## config.mk

```make
export PLATFORM = sky130hd
export DESIGN_NAME = scd_ctrl
export DESIGN_NICKNAME = d
export VERILOG_FILES = /design/src/rtl/core/scd_pkg.sv /design/src/rtl/core/scd_ctrl.sv
export SDC_FILE = /design/constraint.sdc
export NUM_CORES = 1
export LEC_CHECK = 0
export ABC_AREA = 1
export BUFFER_PORTS_ARGS = -buffer_cell sky130_fd_sc_hd__clkbuf_2
export CAP_MARGIN = 20
export CORE_AREA = 10 10 47 49
export DETAILED_ROUTE_END_ITERATION = 8
export DIE_AREA = 0 0 57 59
export PLACE_DENSITY_LB_ADDON = 0.08
export SLEW_MARGIN = 20
export SYNTH_ARGS = -nofsm -noshare
export SYNTH_HDL_FRONTEND = slang
export SYNTH_SLANG_ARGS = --single-unit
```

## constraint.sdc

```tcl
create_clock -name clk -period 3.4 [get_ports clk]
set_clock_uncertainty 0.2 [all_clocks]
set_input_delay 0.34 -clock clk [delete_from_list [all_inputs] [get_ports clk]]
set_output_delay 0.34 -clock clk [all_outputs]
set_load 0.1 [all_outputs]
```

## src/rtl/core/scd_pkg.sv

```systemverilog
package scd_pkg;

  // field and register widths
  localparam int SAMPLE_W   = 16;
  localparam int GAIN_W     = 15;
  localparam int DELAY_W    = 12;
  localparam int DIST_W     = 16;
  localparam int CFG_DATA_W = 16;
  localparam int CFG_IDX_W  = 2;

  // datapath widths
  localparam int GAIN_SHIFT  = 12;
  localparam int SCALE_P_W   = SAMPLE_W + GAIN_W + 1;
  localparam int RING_W      = 20;
  localparam int Y_W         = RING_W + 1;
  localparam int MAG_W       = 20;
  localparam int DISTP_W     = DIST_W + 1;
  localparam int NUM_A_W     = MAG_W + DISTP_W;
  localparam int FRAC_SHIFT  = 15;
  localparam int NUM_W       = NUM_A_W + FRAC_SHIFT;
  localparam int DEN_W       = MAG_W + DISTP_W;
  localparam int Q_W         = 17;
  localparam int RES_MAG_W   = 16;

  localparam int RING_DEPTH_DEF = 4096;

  // constants of the distortion curve
  localparam logic [DISTP_W-1:0]   DIST_ONE  = DISTP_W'(256);
  localparam logic [DEN_W-1:0]     DEN_BIAS  = DEN_W'(8388608);
  localparam logic [RES_MAG_W-1:0] MAG_LIMIT = 16'h8000;
  localparam logic [SAMPLE_W-1:0]  POS_MAX   = 16'h7FFF;

  // register reset values
  localparam logic [GAIN_W-1:0]  GAIN_RESET  = 15'd4096;
  localparam logic [DELAY_W-1:0] DELAY_RESET = 12'd84;
  localparam logic [DIST_W-1:0]  DIST_RESET  = 16'd0;

  typedef enum logic [CFG_IDX_W-1:0] {
    CFG_GAIN  = 2'd0,
    CFG_DELAY = 2'd1,
    CFG_DIST  = 2'd2
  } cfg_idx_t;

  typedef enum logic [3:0] {
    ST_IDLE,
    ST_SCALE,
    ST_WRITE,
    ST_READ,
    ST_COMB,
    ST_PROD,
    ST_DSTART,
    ST_DWAIT,
    ST_FINISH
  } ctrl_state_t;

  typedef struct packed {
    logic load_in;
    logic scale;
    logic wr;
    logic rd;
    logic comb;
    logic prod;
    logic dstart;
    logic store;
    logic out_load;
    logic ch;
  } dp_cmd_t;

  typedef struct packed {
    logic div_done;
  } dp_sts_t;

endpackage

```

## src/rtl/core/scd_ctrl.sv

```systemverilog
module scd_ctrl (
  input  logic              clk,
  input  logic              rst_n,
  input  logic              in_valid,
  output logic              in_stall,
  output logic              out_valid,
  input  logic              out_stall,
  input  scd_pkg::dp_sts_t  sts,
  output scd_pkg::dp_cmd_t  cmd
);

  scd_pkg::ctrl_state_t state_r, state_nxt;
  logic                 ch_r, ch_nxt;
  logic                 out_valid_r, out_valid_nxt;
  logic                 out_free;

  assign out_free = !out_valid_r || !out_stall;

  // next state
  always_comb begin
    state_nxt = state_r;
    ch_nxt    = ch_r;
    case (state_r)
      scd_pkg::ST_IDLE:   if (in_valid) state_nxt = scd_pkg::ST_SCALE;
      scd_pkg::ST_SCALE:  state_nxt = scd_pkg::ST_WRITE;
      scd_pkg::ST_WRITE:  state_nxt = scd_pkg::ST_READ;
      scd_pkg::ST_READ:   state_nxt = scd_pkg::ST_COMB;
      scd_pkg::ST_COMB: begin
        state_nxt = scd_pkg::ST_PROD;
        ch_nxt    = 1'b0;
      end
      scd_pkg::ST_PROD:   state_nxt = scd_pkg::ST_DSTART;
      scd_pkg::ST_DSTART: state_nxt = scd_pkg::ST_DWAIT;
      scd_pkg::ST_DWAIT: begin
        if (sts.div_done) begin
          state_nxt = ch_r ? scd_pkg::ST_FINISH : scd_pkg::ST_PROD;
          ch_nxt    = 1'b1;
        end
      end
      scd_pkg::ST_FINISH: if (out_free) state_nxt = scd_pkg::ST_IDLE;
      default:            state_nxt = scd_pkg::ST_IDLE;
    endcase
  end

  // outputs
  always_comb begin
    cmd      = '0;
    cmd.ch   = ch_r;
    in_stall = 1'b1;
    case (state_r)
      scd_pkg::ST_IDLE: begin
        in_stall    = 1'b0;
        cmd.load_in = in_valid;
      end
      scd_pkg::ST_SCALE:  cmd.scale    = 1'b1;
      scd_pkg::ST_WRITE:  cmd.wr       = 1'b1;
      scd_pkg::ST_READ:   cmd.rd       = 1'b1;
      scd_pkg::ST_COMB:   cmd.comb     = 1'b1;
      scd_pkg::ST_PROD:   cmd.prod     = 1'b1;
      scd_pkg::ST_DSTART: cmd.dstart   = 1'b1;
      scd_pkg::ST_DWAIT:  cmd.store    = sts.div_done;
      scd_pkg::ST_FINISH: cmd.out_load = out_free;
      default: ;
    endcase
  end

  always_comb begin
    out_valid_nxt = out_valid_r;
    if (cmd.out_load) begin
      out_valid_nxt = 1'b1;
    end else if (out_valid_r && !out_stall) begin
      out_valid_nxt = 1'b0;
    end
  end

  always_ff @(posedge clk) begin
    if (!rst_n) begin
      state_r     <= scd_pkg::ST_IDLE;
      ch_r        <= 1'b0;
      out_valid_r <= 1'b0;
    end else begin
      state_r     <= state_nxt;
      ch_r        <= ch_nxt;
      out_valid_r <= out_valid_nxt;
    end
  end

  assign out_valid = out_valid_r;

endmodule

```

==> results of run 1 <==
power by group:
part           switching [uW]  leakage, uW  internal (uW)
registers                4.77    0.0000488           74.1
logic                    87.5     0.000256           16.6
clock network            22.7    0.0000138           39.7
total                     115     0.000319            130
per-stage QoR:
stage	total power [uW]	hold WS [ps]	utilization	setup slack (ps)
final	245	125	0.386	1290
after global routing	262	133	0.386	1150
after CTS	250	118	0.386	1260
after detailed placement	185	283	0.370	1530
after global placement	186	285	0.370	1520
after floorplan	167	258	-	188
final cells by class:
type | count | area (sq um)
Clock buffer | 3 | 22.5
Timing Repair Buffer | 16 | 80.1
Inverter | 17 | 68.8
Sequential cell | 6 | 120
Multi-Input combinational cell | 44 | 229
Tap cell | 16 | 20.0
Fill cell | 163 | 861
how the worst min path moves through the flow:
stage | end | slack (ps) | cells past startpoint
5_1_grt | ch_r$_SDFFE_PN0P_ | 130 | 2
3_5_place_dp | out_valid$_SDFFE_PN0P_ | 280 | 2
4_1_cts | ch_r$_SDFFE_PN0P_ | 120 | 2
2_1_floorplan | ch_r$_SDFFE_PN0P_ | 260 | 1
6_report | ch_r$_SDFFE_PN0P_ | 120 | 2
3_3_place_gp | out_valid$_SDFFE_PN0P_ | 280 | 2
metal layers:
| layer | GRT usage | up-vias | wire, microns |
|---|---|---|---|
| met3 | 0.0472 | 0 | 85 |
| met2 | 0.0992 | 15 | 454 |
| met5 | 0 | - | 0 |
| met4 | 0.0101 | 0 | 0 |
| met1 | 0.0714 | 191 | 483 |
| li1 | - | 244 | - |
kinds of logic after synthesis:
logic type             share of synthesized area
DFF                                        0.277
AOI/OAI and AO/OA                          0.127
and+or+nand+nor                            0.402
buffers and inverters                      0.194
synthesized netlist by cell type:
master,count
nor2_1,9
o21a_1,1
a21oi_1,5
nand2_4,1
clkinv_1,1
o211ai_1,1
o22ai_1,1
nor3_1,2
nand2_2,1
a21oi_2,1
nor2_4,3
inv_1,13
inv_2,2
nand3_1,4
nor2_2,1
dfxtp_1,6
nand2_1,14
buf_4,2
clkinv_4,1
sequential cells by signal (all words and copies together), names as in the netlist:
| register | flops |
|---|---|
| ch_r | 1 |
| out_valid | 1 |
| state_r | 4 |
==> flow_summary_export.csv, run 1 <==
group,metric,value,unit
die,coreArea,1400,sq um
sta,max_freq,473,MHz
setup_path,crit_buf_inv,2,
flow_run,drv_cap,0,
route,drt-vias-per-instance,4.41,
route,drcViolationCount,0,
synthesis,syn_inst,69,
sta,setup_viol,0,
die,start_util,0.309,
sta,finalCriticalPeriod,2110,ps
synthesis,ys_top_cells_by_area,"dfxtp_1, nand2_1, inv_1",
clock_network,cts_sinks,6,
setup_path,r2r_end,"state_r[2]$_SDFFE_PN0P_",
worst_hold_path,hold_start,"rst_n",
global_routing,grt_pass1_vias,425,
run_status,status,"completed",
clock_network,htreeDepth,1,
sta,rsz0062_at_grt,"false",
setup_path,timing.rr.start,"state_r[1]$_SDFFE_PN0P_",
power_and_ir_drop,ir_drop,281,uV
route,drt_iter0_drc,9,
synthesis,ys_ff_latch,6,
finish,diodes,0,
setup_path,critPathMaxFanout,5,
finish,syn_to_final_growth,24.9,%
power_and_ir_drop,p_per_area,454,nW/um^2
sta,tightestPinTransition,546,ps
setup_path,critical_path.startpoint_type,"flop",
clock_network,cts.clk_slew.worst_paths,40,ps
route,wl,1.02,mm
finish,layout_common_cells,"clkbuf_2, nand2_1, inv_1",
setup_path,cp_top_family,"buffers and inverters",
setup_path,crit_start,"state_r[3]$_SDFFE_PN0P_",
route,vias,450,
clock_network,hold_buffers,0,
sta,final_max_slew_viol_count,0,
sta,min_period_over_period,0.622,
global_routing,antenna_found_initial,0,
synthesis,syn_nets,74,
finish,fin_nets,93,
setup_path,path_cells,"nor2_2 -> inv_1 -> nor3_1 -> clkbuf_2",
sta,tns,0,ps
setup_path,cp.required,2860,ps
clock_network,clock_path_buffers,2,
setup_path,path_depth,4,
setup_path,rr_worst_depth,6,
die,fp.dieH,59,microns
global_routing,grt_first_pass_wirelength,1.81,mm
setup_path,worst_setup_path_end_kind,"primary output",
clock_network,cts_resized,0,
synthesis,synth_largest_area_cell,"dfxtp_1",
placement,dp.cells,99,
setup_path,cp_slowest_cell,"clkbuf_2",
clock_network,cts-buffers-inserted,3,
placement,portBuffers,16,
sta,slew_headroom,0.638,
placement,routabilityCongestion,0.735,
die,dieWidth,57,microns
global_routing,grt_max_degree,8,
synthesis,synth.distinct_cells,19,
setup_path,arrival,1570,ps
global_routing,track_usage,0.0644,
setup_path,r2r_slack,2040,ps
synthesis,netlist_area,433,sq um
finish,stdcell_count,102,
clock_network,cts_post_setup_buffers_inserted,0,
die,pin_count,17,
setup_path,cpPeakStageDelay,490,ps
synthesis,yosysSeqAreaShare,0.277,
setup_path,crit_path_end,"cmd[7]",
route,drtAntennaViolNets,0,
power_and_ir_drop,p_leak,0.000319,uW
clock_network,cts_tree,"yes",
finish,postLayoutCellArea,541,sq um
worst_hold_path,hold_class,"input port to flop",
sta,hold_viol,0,
synthesis,yosys_warnings,0,
die,fp-row-count,14,
synthesis,synth.avg_cell_area,6.27,sq um
die,dieArea,3360,sq um
placement,placed_cell_area,518,sq um
finish,drive_above_1_share,0.337,
synthesis,synth.top_cell.area_share,0.277,
clock_network,clk_latency,230,ps
setup_path,worstSetupPathType,"flop to primary output",
finish,final_common_cell,"clkbuf_2",
global_routing,gr-total-overflow,0,
route,first_pass_iters,4,
placement,place_hpwl,881,microns
clock_network,cts-root-buf,"clkbuf_4",
route,avgRoutedWirePerCell,10.0,microns
Power figures use the tool's default switching activity.
==> run 2: changes to the inputs <==
==> constraint.sdc (replaced) <==
create_clock -name clk -period 1.93 [get_ports clk]
set_clock_uncertainty 0.2 [all_clocks]
set_input_delay 0.193 -clock clk [delete_from_list [all_inputs] [get_ports clk]]
set_output_delay 0.193 -clock clk [all_outputs]
set_load 0.1 [all_outputs]
==> run 2 against run 1 <==
Register-to-register slack lost 1500 ps. Sequential cell count unchanged. Clock power increased by 84%. Combinational power rose by 120%. Largest cell class unchanged. Design area grew 29%. Via count grew 3.6%. Utilization is 11 points higher. Setup slack got worse by 1100 ps. Largest power group unchanged. Routed wire length rose by 5.6%.
==> flow_summary_export.csv, run 2 (synthesized netlist as in run 1, its figures left out) <==
group,metric,value,unit
run_status,status,"completed",
finish,top_register,"state_r",
clock_network,cts_resized,0,
setup_path,timing.rr.start,"state_r[1]$_SDFFE_PN0P_",
sta,finalCriticalPeriod,1790,ps
die,fp-row-count,14,
route,avgRoutedWirePerCell,10.5,microns
placement,routabilityCongestion,0.728,
setup_path,critical_path.startpoint_type,"flop",
clock_network,clock_path_buffers,2,
setup_path,path_cells,"nor2_2 -> inv_1 -> nor3_2 -> buf_12",
global_routing,antenna_found_initial,0,
finish,syn_to_final_growth,61.3,%
sta,max_freq,559,MHz
placement,dp.cells,99,
sta,whs,11.3,ps
route,vias,466,
clock_network,clk_latency,240,ps
finish,diodes,0,
die,dieArea,3360,sq um
setup_path,critPathMaxFanout,5,
clock_network,cts-buffers-inserted,3,
power_and_ir_drop,seqPwrFrac,0.286,
power_and_ir_drop,p_comb_frac,0.478,
route,met1_length,430,microns
finish,fin_nets,94,
power_and_ir_drop,p_per_area,696,nW/um^2
setup_path,cp_slowest_cell,"dfxtp_1",
clock_network,cts-root-buf,"clkbuf_4",
die,pin_count,17,
placement,place_hpwl,926,microns
global_routing,grt_max_degree,8,
sta,final_max_slew_viol_count,0,
sta,rsz0062_at_grt,"false",
placement,portBuffers,16,
route,met2WireLength,536,microns
power_and_ir_drop,power_frac_clock,0.236,
flow_run,drv_cap,0,
route,drtAntennaViolNets,0,
route,met3_length,104,microns
setup_path,arrival,1400,ps
route,drt_iter0_drc,10,
route,drcViolationCount,0,
die,start_util,0.309,
finish,drive_above_1_share,0.391,
setup_path,worstSetupPathType,"flop to primary output",
power_and_ir_drop,p_total,486,uW
finish,nFillCells,141,
global_routing,gr-total-overflow,0,
clock_network,cts_post_setup_buffers_inserted,0,
route,wl,1.08,mm
clock_network,hold_buffers,1,
sta,min_period_over_period,0.927,
sta,setup_viol,0,
clock_network,cts_tree,"yes",
power_and_ir_drop,swShare,0.450,
worst_hold_path,hold_class,"input port to flop",
setup_path,crit_buf_inv,2,
route,first_pass_iters,4,
finish,largest_register_ffs,4,
sta,tightestPinTransition,543,ps
setup_path,cp.required,1540,ps
global_routing,grt_first_pass_wirelength,1.84,mm
power_and_ir_drop,p_leak,0.000356,uW
global_routing,grt_pass1_vias,479,
setup_path,cp_top_family,"simple AND/OR/NAND/NOR gates",
setup_path,cpPeakStageDelay,380,ps
route,topRoutingLayerUsed,"met4",
route,drt-vias-per-instance,4.52,
clock_network,htreeDepth,1,
die,coreArea,1400,sq um
setup_path,r2r_end,"state_r[2]$_SDFFE_PN0P_",
power_and_ir_drop,internal_power,267,uW
sta,slew_headroom,0.639,
setup_path,crit_start,"state_r[3]$_SDFFE_PN0P_",
global_routing,track_usage,0.0682,
die,fp.dieH,59,microns
setup_path,path_depth,4,
clock_network,cts_sinks,6,
setup_path,rr_worst_depth,6,
setup_path,crit_path_end,"cmd[7]",
setup_path,worst_setup_path_end_kind,"primary output",
setup_path,r2r_slack,550,ps
finish,layout_common_cells,"nand2_1, inv_1, buf_12",
die,dieWidth,57,microns
clock_network,cts.clk_slew.worst_paths,50,ps
power_and_ir_drop,ir_drop,361,uV
sta,hold_viol,0,
power_and_ir_drop,power.net_switching,219,uW
finish,stdcell_count,103,
## run 2: changes by cell type in the layout (fill, tap and decap cells not counted), sizes merged
cell,delta
buf,+10
dlygate4sd3,+1
clkbuf,-10
## run 2: layer usage
layer  vias to the layer above  GRT usage
met5                         -          0
met4                         0     0.0537
met3                         2     0.0386
met2                        15      0.112
met1                       205     0.0615
li1                        244          -
## run 2: metrics by stage
stage / cell area, sq um / util / worst slack [ps] / setup TNS [ps]
6_report: 698 / 0.498 / 140 / 0
5_1_grt: 698 / 0.498 / 28.6 / 0
4_1_cts: 698 / 0.498 / 126 / 0
3_5_place_dp: 666 / 0.475 / 390 / 0
3_3_place_gp: 666 / 0.475 / 406 / 0
2_1_floorplan: 455 / - / -279 / -608
## run 2: final cells by class
class	count	area, sq um	area share
timing repair buffer	17	215	0.308
tap	16	20.0	0.0287
inverter	17	68.8	0.0986
multi-input combinational	44	251	0.360
sequential	6	120	0.172
clock buffer	3	22.5	0.0323
## run 2: worst min path at each step
stage                     slack (ps)  depth (start not counted)  startpoint                     end
after global placement           210                          2       rst_n       ch_r$_SDFFE_PN0P_
after global routing              50                          3   out_stall  out_valid$_SDFFE_PN0P_
after detailed placement         220                          2       rst_n       ch_r$_SDFFE_PN0P_
after CTS                        0.7                          3   out_stall  out_valid$_SDFFE_PN0P_
after floorplan                  110                          1       rst_n       ch_r$_SDFFE_PN0P_
final                             10                          3   out_stall  out_valid$_SDFFE_PN0P_
## run 2: worst reg2reg max path, delay by kind of cell (launching register included)
| family | cells | cell delay (ps) |
|---|---|---|
| AO/OA/AOI/OAI | 1 | 50 |
| flip-flops | 1 | 340 |
| AND/OR/NAND/NOR | 5 | 670 |
## run 2: power groups by stage
stage          clock [uW]  sequential (uW)  combinational [uW]
3_5_place_dp            0              141                 233
6_report              115              139                 232
2_1_floorplan           0              139                 166
3_3_place_gp            0              141                 231
5_1_grt               132              140                 244
4_1_cts               122              139                 235
==> run 3: changes to the inputs <==
--- a/config.mk
+++ b/config.mk
@@ -12,6 +12,7 @@
 export DETAILED_ROUTE_END_ITERATION = 8
 export DIE_AREA = 0 0 57 59
 export PLACE_DENSITY_LB_ADDON = 0.08
+export REMOVE_ABC_BUFFERS = 1
 export SLEW_MARGIN = 20
 export SYNTH_ARGS = -nofsm -noshare
 export SYNTH_HDL_FRONTEND = slang
==> run 3 against run 2 <==
Design area fell by 5.4%. Non-clock buffer count unchanged. Final cell count did not move. Clock-buffer cell count stayed put. Die area did not move. Largest power group unchanged. Highest routed layer is now met3.
==> flow_summary_export.csv, run 3 (synthesized netlist as in run 1, its figures left out) <==
group,metric,value,unit
run_status,status,"completed",
finish,fin_nets,94,
sta,tns,0,ps
global_routing,grt_first_pass_wirelength,1.71,mm
die,dieArea,3360,sq um
die,fp-row-count,14,
die,start_util,0.309,
finish,final_util,0.471,
finish,diodes,0,
die,coreArea,1400,sq um
sta,final_max_slew_viol_count,0,
global_routing,gr-total-overflow,0,
finish,top_register,"state_r",
placement,place_hpwl,876,microns
finish,drive_above_1_share,0.333,
setup_path,critPathMaxFanout,5,
global_routing,busiest_layer,"met2",
global_routing,met3_usage,0.0322,
finish,regArea,120,sq um
power_and_ir_drop,p_leak,0.000351,uW
route,vias,441,
die,fp.dieH,59,microns
setup_path,worst_setup_path_end_kind,"primary output",
setup_path,cp.required,1540,ps
sta,whs,12.7,ps
die,dieWidth,57,microns
clock_network,clock_path_buffers,2,
clock_network,cts.clk_slew.worst_paths,50,ps
sta,hold_viol,0,
route,drcViolationCount,0,
power_and_ir_drop,p_per_area,710,nW/um^2
sta,slew_headroom,0.638,
route,drtAntennaViolNets,0,
clock_network,clk_latency,240,ps
route,drt_iter0_drc,7,
clock_network,cts-root-buf,"clkbuf_4",
clock_network,cts_sinks,6,
sta,setup_viol,0,
sta,max_freq,551,MHz
clock_network,cts-buffers-inserted,3,
sta,min_period_over_period,0.941,
global_routing,grt_max_degree,8,
global_routing,grt_pass1_vias,446,
clock_network,cts_resized,0,
route,first_pass_iters,3,
route,wl,1.01,mm
power_and_ir_drop,ir_drop,400,uV
die,pin_count,17,
sta,tightestPinTransition,545,ps
clock_network,htreeDepth,1,
worst_hold_path,hold_class,"input port to flop",
route,drt-vias-per-instance,4.28,
setup_path,critical_path.startpoint_type,"flop",
finish,multiInputGateArea,229,sq um
finish,layout_common_cells,"nand2_1, inv_1, nor2_1",
global_routing,grt.met2_usage,0.0992,
global_routing,track_usage,0.0604,
clock_network,cts_tree,"yes",
flow_run,drv_cap,0,
setup_path,arrival,1420,ps
placement,preCtsSetupSlack,386,ps
sta,rsz0062_at_grt,"false",
sta,worst_slack,115,ps
setup_path,worstSetupPathType,"flop to primary output",
placement,portBuffers,16,
global_routing,use_met1,0.0652,
placement,routabilityCongestion,0.744,
route,avgRoutedWirePerCell,9.81,microns
finish,syn_to_final_growth,52.6,%
finish,nFillCells,142,
finish,final_common_cell,"nand2_1",
sta,finalCriticalPeriod,1820,ps
global_routing,antenna_found_initial,0,
finish,largest_register_ffs,4,
==> run 3: cell types whose count changed in the layout (fill, tap and decap cells not counted), sizes merged <==
cell    before  now
buf         10    9
clkbuf       9   10
==> run 3: through the flow <==
| step | instance area, sq um | power [uW] | instances |
|---|---|---|---|
| 2_1_floorplan | 418 | 295 | 67 |
| 3_3_place_gp | 628 | 359 | 99 |
| 3_5_place_dp | 628 | 358 | 99 |
| 4_1_cts | 661 | 474 | 103 |
| 5_1_grt | 661 | 491 | 103 |
| 6_report | 661 | 469 | 103 |
==> run 3: cell type report <==
class | count | area share
clock buffer | 3 | 0.0341
sequential | 6 | 0.182
multi-input combinational | 44 | 0.347
tap | 16 | 0.0303
inverter | 17 | 0.104
timing repair buffer | 17 | 0.303
==> run 3: report_power, final <==
group          switching, uW  leakage (uW)  internal (uW)  total, uW
sequential              7.99     0.0000488            130        138
combinational            159      0.000289           58.2        217
clock                   43.3     0.0000138           70.2        113
==> run 3: final timing paths <==
kind,start,endpoint,slack (ps),depth (start not counted)
max reg2reg,state_r[1]$_SDFFE_PN0P_,state_r[2]$_SDFFE_PN0P_,570,6
max,state_r[3]$_SDFFE_PN0P_,cmd[7],110,4
min reg2reg,ch_r$_SDFFE_PN0P_,state_r[3]$_SDFFE_PN0P_,280,2
min,out_stall,out_valid$_SDFFE_PN0P_,10,3
==> run 3: layer usage <==
metal  vias to the layer above  routed length, microns
met2                        11                     458
met3                         0                      82
met4                         0                       0
met5                         -                       0
li1                        246                       -
met1                       184                     469
==> run 3: repair_timing <==
| action | CTS | global route |
|---|---|---|
| endpoints found under the setup margin | 0 | 0 |
| hold endpoints to repair | 1 | 0 |
| hold buffers | 1 | 0 |
| setup buffers | 0 | 0 |
==> run 3: worst max-delay path, cell delays in order, from the launching register on <==
cell     delay, ps
dfxtp_1        360
nor2_2         220
inv_1           80
nor3_1         290
buf_12         220
